**src/hw/rtl/bhpc_ram.sv**
```systemverilog
module bhpc_ram #(
  parameter int unsigned Width = 8,
  parameter int unsigned Depth = 16
) (
  input  logic                     clk_i,
  input  logic                     we_i,
  input  logic [$clog2(Depth)-1:0] waddr_i,
  input  logic [Width-1:0]         wdata_i,
  input  logic                     re_i,
  input  logic [$clog2(Depth)-1:0] raddr_i,
  output logic [Width-1:0]         rdata_o
);

  logic [Width-1:0] mem [Depth];
  logic [Width-1:0] rdata_q;

  always_ff @(posedge clk_i) begin
    if (we_i) begin
      mem[waddr_i] <= wdata_i;
    end
    if (re_i) begin
      rdata_q <= mem[raddr_i];
    end
  end

  assign rdata_o = rdata_q;

endmodule

```
**config.mk**
```make
export PLATFORM = sky130hd
export DESIGN_NAME = bhpc_ram
export DESIGN_NICKNAME = d
export VERILOG_FILES = /design/src/hw/rtl/bhpc_ram.sv
export SDC_FILE = /design/constraint.sdc
export NUM_CORES = 1
export LEC_CHECK = 0
export BUFFER_PORTS_ARGS = -buffer_cell sky130_fd_sc_hd__buf_2
export CAP_MARGIN = 20
export CORE_UTILIZATION = 54
export CTS_CLUSTER_DIAMETER = 30
export DETAILED_ROUTE_END_ITERATION = 7
export PLACE_DENSITY = 0.72
export SYNTH_ARGS = -nofsm -noshare
export SYNTH_HDL_FRONTEND = slang
export SYNTH_SLANG_ARGS = --single-unit
```
**constraint.sdc**
```tcl
create_clock -name clk_i -period 2.3 [get_ports clk_i]
set_clock_uncertainty 0.2 [all_clocks]
set_input_delay 0.69 -clock clk_i [delete_from_list [all_inputs] [get_ports clk_i]]
set_output_delay 0.69 -clock clk_i [all_outputs]
set_load 0.01 [all_outputs]
```
==> impl_metrics.toml <==
[status]
outcome = "finished, final reports clean"

[synth]
yosysMostFrequentCell = "edfxtp_1"
synth_ff_type = "edfxtp_1"
synth-simple-area-share = 0.0314
async_reset_ff_frac = 0
ys_top_cells_by_area = "edfxtp_1 78%, mux4_2 7.8%, mux4_1 7.0%, a22oi_1 2.3%, nor2_1 0.93%"
synth_compound_area_frac = 0.0230
synthCells = 229
synth_adder_area_share = 0
syn_area_um2 = 5230
seq_area_frac_synth = 0.781
ys_warn_count = 0
ys_ff_latch = 136
synthMuxAreaShare = 0.148
synth_xor_area_frac = 0
synth_cell_types = 18
synth.top_cell.area_share = 0.781
synth_common_cells = "136 x edfxtp_1, 18 x mux4_2, 16 x a22oi_1"
yosys.area.top_type = "edfxtp_1"
synth_top_family_by_area = "multiplexers"
synth_edf_count = 136
syn_avg_cell_area_um2 = 22.8
synth_nets = 248

[routing]
vias = 2448
postRouteAntennaNets = 0
wirelength_mm = 9.70
drcViolationCount = 0
wl_per_cell_um = 22.6
drtIter0Drc = 157
avgViaCountPerCell = 5.69
dr.pass1.iters = 5

[timing]
tns_ns = 0
tightest_slew_ns = 0.689
setup_viol = 0
period_needed_ns = 1.97
rsz0062_at_grt = "false"
clock.fmax_ghz = 0.507
setup_ws_ns = 0.329
hold_viol_final = 0
maxSlewHeadroom = 0.540
holdWs_ns = 0.334
min_period_over_period = 0.857
final-max-slew-violation-count = 0

[floorplan]
start_util = 0.560
die_y_um = 100
fp.dieW_um = 100
die-area_um2 = 10100
io_pins = 27
core_um2 = 9330
num_rows = 35

[cts]
cts_num_sinks = 136
clk_latency_ns = 0.51
cts_buffers = 17
cts_hold_buf = 0
post_cts_resized = 0
cts_tree = "built"
post-cts-setup-buffers = 0
path_clk_slew_ns = 0.06
clock_path_buffers = 2
clockRootBuffer = "clkbuf_8"
htreeDepth = 4

[power]
swShare = 0.213
p_per_area_nw_per_um2 = 910
p_total_mw = 5.69
power.share.clock = 0.460
p_leak_nw = 2.13
intPower_mw = 4.48
p_switching_mw = 1.21
comb_power_share = 0.047
p_seq_frac = 0.493
ir_worst_vdd_uv = 541

[global_route]
grt_max_degree = 22
grt_pass1_vias = 2539
antenna_found_initial = 0
grtUsageTotal = 0.213
overflow = 0
grt_pass1_wl_mm = 14.6

[critical_path]
required_ns = 1.41
cpPeakStageDelay_ns = 0.41
cp-end-kind = "output pin"
start_kind = "flop"
cpMaxStageDelayCell = "edfxtp_1"
crit_family = "flip-flops"
path_cells = "buf_2"
cp_num_buf_inv = 1
criticalPathCategory = "flop to output pin"
cp.arrival_ns = 1.08
cp_max_fo = 1

[placed_design]
dp_hpwl_mm = 5.96
dp_slack_ns = -0.147
post_dp_cell_area_um2 = 5670
place_inst = 398
gp_congestion = 0.763
io_buffers = 26

[flow_run]
cap_violations = 0

[layout]
n_fill_cell = 583
area_growth_pct = 19.6
final_area_um2 = 6250
diodes = 0
final_layout_size_suffix_gt1_frac = 0.336
layout.nets = 307
final_util = 0.670
fin_cells = 430

[min_path]
worstHoldPathType = "input port to flop"
-- cell usage in the layout (no fill, tap or decap), drive strengths merged, types with 4 or more instances in the layout --
cell type	count
edfxtp	136
buf	50
mux4	32
clkbuf	17
a22oi	16
nor2	13
nand2	9
clkinv	6
inv	5
nor3	4
-- power by group through the flow --
stage | registers (mW) | clock network [mW] | logic (mW)
global route | 2.81 | 2.75 | 0.287
CTS | 2.81 | 2.66 | 0.270
floorplan | 2.86 | 0 | 0.141
detailed placement | 2.86 | 0 | 0.268
global placement | 2.86 | 0 | 0.262
finish | 2.81 | 2.62 | 0.265
-- state kept, by name, summed over array words and instances (netlist names) --
signal and cells:
mem 128, rdata_o 8
-- cells by family (layout without fill, tap and decap cells) --
logic type,Yosys count,after routing
buffers and inverters,10,82
multiplexers,32,32
AND/OR/NAND/NOR,35,35
AO/OA/AOI/OAI,16,16
flip-flops,136,136
-- metal layers --
| layer | vias to the layer above | part of all wire | track usage |
|---|---|---|---|
| li1 | 1104 | - | - |
| met1 | 1246 | 0.42 | 0.282 |
| met2 | 90 | 0.51 | 0.343 |
| met3 | 8 | 0.057 | 0.0592 |
| met4 | 0 | 0.012 | 0.0814 |
| met5 | - | 0 | 0 |
-- area by class of cell --
type / instances / area (µm²) / share of cell area
multi-input combinational: 83 / 1060 / 0.170
clock buffer: 17 / 414 / 0.0663
sequential: 136 / 4080 / 0.653
tap: 129 / 161 / 0.0258
clock inverter: 15 / 169 / 0.0270
timing repair buffer: 50 / 360 / 0.0576
-- worst paths after layout --
| path | from | depth (start not counted) | endpoint | slack [ns] |
|---|---|---|---|---|
| setup / recovery | rdata_o[1] | 1 | rdata_o[1] | 0.33 |
| hold / removal | re_i | 1 | rdata_o[7] | 0.33 |
| setup reg to reg | mem[1][3] | 3 | rdata_o[3] | 0.57 |
| hold reg to reg | mem[12][7] | 3 | rdata_o[7] | 0.56 |
(Power assumes the default switching activity.)
