$ cat config.mk
export PLATFORM = sky130hd
export DESIGN_NAME = bhpc_dist
export DESIGN_NICKNAME = d
export VERILOG_FILES = /design/src/hw/rtl/bhpc_pkg.sv /design/src/hw/rtl/bhpc_dist.sv
export SDC_FILE = /design/constraint.sdc
export NUM_CORES = 2
export LEC_CHECK = 0
export BUFFER_PORTS_ARGS = -buffer_cell sky130_fd_sc_hd__buf_2
export CAP_MARGIN = 20
export CORE_UTILIZATION = 58
export CTS_BUF_LIST = sky130_fd_sc_hd__clkbuf_16
export CTS_CLUSTER_DIAMETER = 40
export DETAILED_ROUTE_END_ITERATION = 6
export GPL_TIMING_DRIVEN = 1
export PLACE_DENSITY = 0.8
export SLEW_MARGIN = 20
export SYNTH_ARGS = -nofsm -noshare
export SYNTH_HDL_FRONTEND = slang
export SYNTH_SLANG_ARGS = --single-unit
$ cat constraint.sdc
create_clock -name clk_i -period 7.9 [get_ports clk_i]
set_input_delay 1.58 -clock clk_i [delete_from_list [all_inputs] [get_ports clk_i]]
set_output_delay 1.58 -clock clk_i [all_outputs]
set_load 0.1 [all_outputs]
$ cat src/hw/rtl/bhpc_pkg.sv
package bhpc_pkg;

  localparam int unsigned NODES  = 4096;
  localparam int unsigned PLANES = 4096;

  localparam int unsigned NodeAw  = $clog2(NODES);
  localparam int unsigned PlaneAw = $clog2(PLANES);
  localparam int unsigned StepW   = $clog2(NODES) + 1;

  localparam int unsigned IdxW   = 12;
  localparam int unsigned ChildW = 13;
  localparam int unsigned KindW  = 3;
  localparam int unsigned CoordW = 32;
  localparam int unsigned NormW  = 18;
  localparam int unsigned ContW  = 5;
  localparam int unsigned ProdW  = NormW + CoordW;
  localparam int unsigned AccW   = ProdW + 3;

  localparam int unsigned NodeW   = IdxW + 2 * ChildW;
  localparam int unsigned NormsW  = 3 * NormW;
  localparam int unsigned OffsW   = CoordW + KindW;

  localparam int unsigned SDataW = 184;
  localparam int unsigned MDataW = 8;

  localparam logic signed [NormW-1:0] NormMax = 18'sd131071;
  localparam logic signed [NormW-1:0] NormMin = -18'sd131072;

  localparam logic signed [ContW-1:0] WaterCode = -5'sd3;
  localparam logic signed [ContW-1:0] CurrentHi = -5'sd9;
  localparam logic signed [ContW-1:0] CurrentLo = -5'sd14;
  localparam logic signed [ChildW-1:0] DeepCode = -13'sd16;

  typedef enum logic [1:0] {
    CMD_QUERY = 2'd0,
    CMD_NODE  = 2'd1,
    CMD_PLANE = 2'd2,
    CMD_NONE  = 2'd3
  } cmd_e;

  typedef enum logic [2:0] {
    ST_IDLE,
    ST_NODE,
    ST_PLANE,
    ST_DIST,
    ST_WAIT,
    ST_EMIT
  } walk_state_e;

  typedef enum logic {
    D_IDLE,
    D_MUL
  } dist_state_e;

  typedef struct packed {
    logic signed [CoordW-1:0] z;
    logic signed [CoordW-1:0] y;
    logic signed [CoordW-1:0] x;
  } point_t;

  typedef struct packed {
    logic        [KindW-1:0]  kind;
    logic signed [CoordW-1:0] offset;
    logic signed [NormW-1:0]  nz;
    logic signed [NormW-1:0]  ny;
    logic signed [NormW-1:0]  nx;
  } plane_t;

  typedef struct packed {
    logic done;
    logic back;
  } dist_status_t;

  function automatic logic signed [NormW-1:0] sat_normal(logic signed [CoordW-1:0] v);
    logic signed [NormW-1:0] r;
    if (v > CoordW'(signed'(NormMax))) begin
      r = NormMax;
    end else if (v < CoordW'(signed'(NormMin))) begin
      r = NormMin;
    end else begin
      r = v[NormW-1:0];
    end
    return r;
  endfunction

  function automatic logic signed [ContW-1:0] map_contents(logic signed [ChildW-1:0] code,
                                                           logic fold);
    logic signed [ContW-1:0] c;
    if (code < DeepCode) begin
      c = DeepCode[ContW-1:0];
    end else begin
      c = code[ContW-1:0];
    end
    if (fold && (c <= CurrentHi) && (c >= CurrentLo)) begin
      c = WaterCode;
    end
    return c;
  endfunction

endpackage

$ cat src/hw/rtl/bhpc_dist.sv
module bhpc_dist (
  input  logic                    clk_i,
  input  logic                    rst_ni,
  input  logic                    start_i,
  input  bhpc_pkg::plane_t        plane_i,
  input  bhpc_pkg::point_t        point_i,
  output bhpc_pkg::dist_status_t  status_o
);

  bhpc_pkg::dist_state_e state_q, state_d;
  logic [1:0] k_q, k_d;
  logic signed [bhpc_pkg::ProdW-1:0] prod_q;
  logic signed [bhpc_pkg::AccW-1:0]  acc_q;
  logic done_q, back_q;

  logic signed [bhpc_pkg::NormW-1:0]  n_sel;
  logic signed [bhpc_pkg::CoordW-1:0] p_sel;
  logic signed [bhpc_pkg::CoordW:0]   axial_diff;
  logic signed [bhpc_pkg::AccW-1:0]   acc_sum;
  logic signed [bhpc_pkg::AccW-1:0]   off_scaled;
  logic signed [bhpc_pkg::CoordW-1:0] p_axial;

  always_comb begin
    case (k_q)
      2'd0:    begin n_sel = plane_i.nx; p_sel = point_i.x; end
      2'd1:    begin n_sel = plane_i.ny; p_sel = point_i.y; end
      2'd2:    begin n_sel = plane_i.nz; p_sel = point_i.z; end
      default: begin n_sel = '0;         p_sel = '0;        end
    endcase
  end

  always_comb begin
    case (plane_i.kind[1:0])
      2'd0:    p_axial = point_i.x;
      2'd1:    p_axial = point_i.y;
      default: p_axial = point_i.z;
    endcase
  end

  assign axial_diff = {p_axial[bhpc_pkg::CoordW-1], p_axial}
                    - {plane_i.offset[bhpc_pkg::CoordW-1], plane_i.offset};
  assign off_scaled = {{(bhpc_pkg::AccW - bhpc_pkg::CoordW - 16){plane_i.offset[31]}},
                       plane_i.offset, 16'b0};
  assign acc_sum    = acc_q + bhpc_pkg::AccW'(prod_q);

  always_comb begin
    state_d = state_q;
    k_d     = k_q;
    unique case (state_q)
      bhpc_pkg::D_IDLE: begin
        if (start_i && (plane_i.kind >= bhpc_pkg::KindW'(3))) begin
          state_d = bhpc_pkg::D_MUL;
          k_d     = 2'd0;
        end
      end
      bhpc_pkg::D_MUL: begin
        k_d = k_q + 2'd1;
        if (k_q == 2'd3) begin
          state_d = bhpc_pkg::D_IDLE;
        end
      end
      default: state_d = bhpc_pkg::D_IDLE;
    endcase
  end

  always_ff @(posedge clk_i or negedge rst_ni) begin
    if (!rst_ni) begin
      state_q <= bhpc_pkg::D_IDLE;
      k_q     <= '0;
      done_q  <= 1'b0;
    end else begin
      state_q <= state_d;
      k_q     <= k_d;
      done_q  <= (state_q == bhpc_pkg::D_IDLE && start_i &&
                  plane_i.kind < bhpc_pkg::KindW'(3)) ||
                 (state_q == bhpc_pkg::D_MUL && k_q == 2'd3);
    end
  end

  always_ff @(posedge clk_i) begin
    if (state_q == bhpc_pkg::D_IDLE && start_i) begin
      back_q <= axial_diff[bhpc_pkg::CoordW];
      acc_q  <= -off_scaled;
    end
    if (state_q == bhpc_pkg::D_MUL) begin
      prod_q <= n_sel * p_sel;
      if (k_q != 2'd0) begin
        acc_q <= acc_sum;
      end
      if (k_q == 2'd3) begin
        back_q <= acc_sum[bhpc_pkg::AccW-1];
      end
    end
  end

  assign status_o.done = done_q;
  assign status_o.back = back_q;

endmodule

==> reports/summary.log <==
INFO  outcome        status=finished with violations
INFO  outcome        violated_checks=setup timing
INFO  setup_path     crit_path_leading_delay_family=adder cells
INFO  floorplanning  number_of_placed_i_o_pins=190
INFO  clocking       tritoncts=done
INFO  floorplanning  floorplan.die_area=0.0507mm^2
INFO  placement      port-buffer-count=189
INFO  sta            skew=0.0108ns
INFO  setup_path     crit_fanout=6
INFO  cells_and_area net_count_final=4934
INFO  synthesis      synth_seq_area_share=0.0930
INFO  detailed_routing dr_total_vias=26600
INFO  synthesis      synthesis.instances=3426
INFO  cells_and_area synthToLayoutAreaGrowth=21.1%
INFO  synthesis      synth_enable_flop_cells=50
INFO  synthesis      yosys_register_bits=108
INFO  sta            hold_violations=0
INFO  setup_path     cp.arrival=8.09ns
INFO  clocking       clock_sink_count=108
INFO  setup_path     timing.reg2reg.worst_path_depth=30
INFO  floorplanning  die_height=225um
INFO  floorplanning  fp.coreArea=0.0491mm^2
INFO  synthesis      post_synth_mux_area_share=0.0129
INFO  worst_hold_path min_path_type=reg2reg
INFO  clocking       clk_pin_slew_worst_paths=0.08ns
INFO  sta            max_freq=0.126GHz
INFO  clocking       cts_htree_levels=3
INFO  placement      place_hpwl=86900um
INFO  setup_path     r2r-end=prod_q[49]$_DFFE_PP_
INFO  worst_hold_path holdPathEnd=acc_q[2]$_DFF_P_
INFO  detailed_routing ant_nets=0
INFO  setup_path     rr_startpoint=k_q[0]$_DFFE_PN0P_
INFO  synthesis      synth_compound_area_frac=0.110
INFO  synthesis      post-synth-top-count-cell=sky130_fd_sc_hd__inv_1
INFO  worst_hold_path min_path_cells=2
INFO  global_routing grt_first_pass_wirelength=151000um
INFO  synthesis      synthesized_area_divided_by_synthesized_cell_count=8.42um^2
INFO  floorplanning  floorplan.rows=81
INFO  setup_path     regToRegSetupSlack=0.03ns
INFO  synthesis      synth_top_family_by_area=adder cells
INFO  global_routing grt_total_usage=0.404
INFO  synthesis      synth_largest_area_cell=sky130_fd_sc_hd__fa_1
INFO  global_routing antenna_found_initial=4
INFO  synthesis      synth.lib_cells_used.distinct=84
INFO  cells_and_area final_layout_size_suffix_gt1_frac=0.207
INFO  setup_path     worstPathBufferInverterCount=7
INFO  synthesis      yosys_warnings=0
INFO  synthesis      synth_area=0.0289mm^2
INFO  setup_path     setup.worst_path.start_class=input pin
INFO  global_routing via_count_of_the_first_global_routing_pass=26600
INFO  synthesis      yosys.area_share.simple=0.160
INFO  sta            slew_headroom=0.211
INFO  synthesis      synth_xor_xnor_area_share=0.0373
INFO  synthesis      ys_top_cells_by_count=718 x sky130_fd_sc_hd__inv_1, 554 x sky130_fd_sc_hd__fa_1, 519 x sky130_fd_sc_hd__nand2_1
INFO  clocking       clock_latency_on_the_worst_skew_pair=0.38ns
INFO  synthesis      synth_top_area_frac=0.384
INFO  sta            unrepaired_setup_endpoints_after_global_routing=true
INFO  setup_path     critical_path_class=in2reg
INFO  sta            timing.final.max_slew_violations=0
INFO  placement      finalWeightedCongestion=1.06
INFO  synthesis      synth_top_flop_cell=sky130_fd_sc_hd__dfxtp_1
INFO  clocking       clock_tree_root_buffer_cell=sky130_fd_sc_hd__clkbuf_16
INFO  setup_path     endpoint_kind=register
INFO  setup_path     worst-endpoint-required=8.03ns
INFO  sta            final.setup.tns=-0.0916ns
INFO  clocking       clock_buffer_depth=2
INFO  floorplanning  initial_utilization=0.588
INFO  synthesis      netlist_top_cells_area=sky130_fd_sc_hd__fa_1 38%, sky130_fd_sc_hd__inv_1 9.3%, sky130_fd_sc_hd__ha_1 9.1%
INFO  detailed_routing vias_per_cell=5.71
INFO  sta            period_minus_slack=7.96ns
INFO  clocking       numCtsBuffers=9
INFO  global_routing grt_start_max_net_pins=63
INFO  detailed_routing routed_wire_length=100000um
INFO  detailed_routing drt_drc_violations_left=0
INFO  synthesis      syn-num-nets=4378
INFO  setup_path     critPathMaxStageDelay=0.53ns
INFO  clocking       cts_hold_buffers=0
INFO  flow_run       max-cap-violations=0
INFO  synthesis      synthArstFlopShare=0.0370
INFO  global_routing grt_overflow_total=0
INFO  worst_hold_path timing.hold.worst.start=acc_q[2]$_DFF_P_
INFO  detailed_routing route.detailed.wl_per_inst=21.5um
INFO  sta            timing.final.crit_share=1.01
INFO  detailed_routing initial_detailed_routing_violation_count=2697
INFO  setup_path     critical-path-top-cell-by-count=sky130_fd_sc_hd__fa_1
INFO  detailed_routing first_pass_iters=6
INFO  sta            post-route-worst-setup-slack=-0.0626ns
INFO  synthesis      yosys.area_share.adder=0.475
INFO  sta            worst-slew-pin-transition=1.17ns
INFO  sta            timing.final.setup_violations=2
INFO  floorplanning  die_w=225um
INFO  setup_path     worst_path_max_delay_cell=sky130_fd_sc_hd__fa_1
## per-layer routing
| layer | global-route usage | vias up | part of all wire |
|---|---|---|---|
| met5 | 0 | - | 0.00042 |
| met4 | 0.150 | 6 | 0.046 |
| met3 | 0.157 | 260 | 0.15 |
| met2 | 0.605 | 1645 | 0.42 |
| met1 | 0.529 | 12900 | 0.38 |
| li1 | - | 11800 | - |
## registers in the layout (all words and copies together) (netlist names)
register / flops
acc_q: 53
state_q: 1
prod_q: 50
done_q: 1
back_q: 1
k_q: 2
## how the worst max path moves through the flow
stage | startpoint | to | slack (ns) | cells after the start
after global routing | plane_i[42] | prod_q[48]$_DFFE_PP_ | -0.31 | 28
final | plane_i[42] | prod_q[48]$_DFFE_PP_ | -0.06 | 28
after global placement | plane_i[21] | prod_q[49]$_DFFE_PP_ | -0.47 | 30
after detailed placement | plane_i[21] | prod_q[49]$_DFFE_PP_ | -0.73 | 30
after floorplan | plane_i[44] | prod_q[48]$_DFFE_PP_ | -0.09 | 26
after CTS | point_i[76] | prod_q[49]$_DFFE_PP_ | -0.006 | 29
## logic make-up (layout without fill, tap and decap cells)
kind of cell	after synthesis	in the layout
and+or+nand+nor	1060	1060
buffers and inverters	842	1403
adders and majority gates	764	764
AOI/OAI and AO/OA	492	492
xor gates and xnor gates	123	123
DFF	108	108
muxes	37	37
other	0	1
## stage by stage
step	utilization	area [um^2]	instances	hold WS (ns)	worst slack (ns)
after CTS	0.704	34600	4639	0.473	-0.00573
final	0.712	34900	4652	0.466	-0.0626
after detailed placement	0.697	34200	4622	0.455	-0.725
after global placement	0.697	34200	4622	0.438	-0.472
after global routing	0.712	34900	4652	0.491	-0.307
after floorplan	-	29100	3426	0.429	-0.0857
## worst min-delay path: stages, from the launching register on
cell and delay (ns):
sky130_fd_sc_hd__dfxtp_1 0.33, sky130_fd_sc_hd__nand2_1 0.04, sky130_fd_sc_hd__o21ai_0 0.06
## layout make-up
class	instances	area [um^2]
Antenna cell	1	2.50
Inverter	718	2700
Sequential cell	108	2680
Tap cell	664	831
Clock inverter	7	105
Timing Repair Buffer	669	4860
Clock buffer	9	225
Multi-Input combinational cell	2476	23500
Fill cell	3857	14100
## cells in the final DEF, fill, tap and decap left out, types with 22 or more instances in the layout
cell and count:
sky130_fd_sc_hd__a21o_1 55, sky130_fd_sc_hd__a21oi_1 114, sky130_fd_sc_hd__a22oi_1 49, sky130_fd_sc_hd__and2_1 44, sky130_fd_sc_hd__buf_12 22, sky130_fd_sc_hd__buf_2 188
sky130_fd_sc_hd__buf_4 451, sky130_fd_sc_hd__dfxtp_1 54, sky130_fd_sc_hd__edfxtp_1 50, sky130_fd_sc_hd__fa_1 540, sky130_fd_sc_hd__ha_1 191, sky130_fd_sc_hd__inv_1 711
sky130_fd_sc_hd__mux2i_1 35, sky130_fd_sc_hd__nand2_1 515, sky130_fd_sc_hd__nand2b_1 43, sky130_fd_sc_hd__nor2_1 260, sky130_fd_sc_hd__nor3_1 39, sky130_fd_sc_hd__o21ai_0 103
sky130_fd_sc_hd__or3_1 23, sky130_fd_sc_hd__xnor2_1 88, sky130_fd_sc_hd__xor2_1 35
## what timing repair did
item | in CTS | in global routing
setup endpoints to repair | 9 | 16
resized for setup | 14 | 78
pin swaps | 6 | 42
buffers inserted | 1 | 14
Power is not shown: default switching activity piles up to over one toggle a cycle in this logic, so the estimate is an artifact.
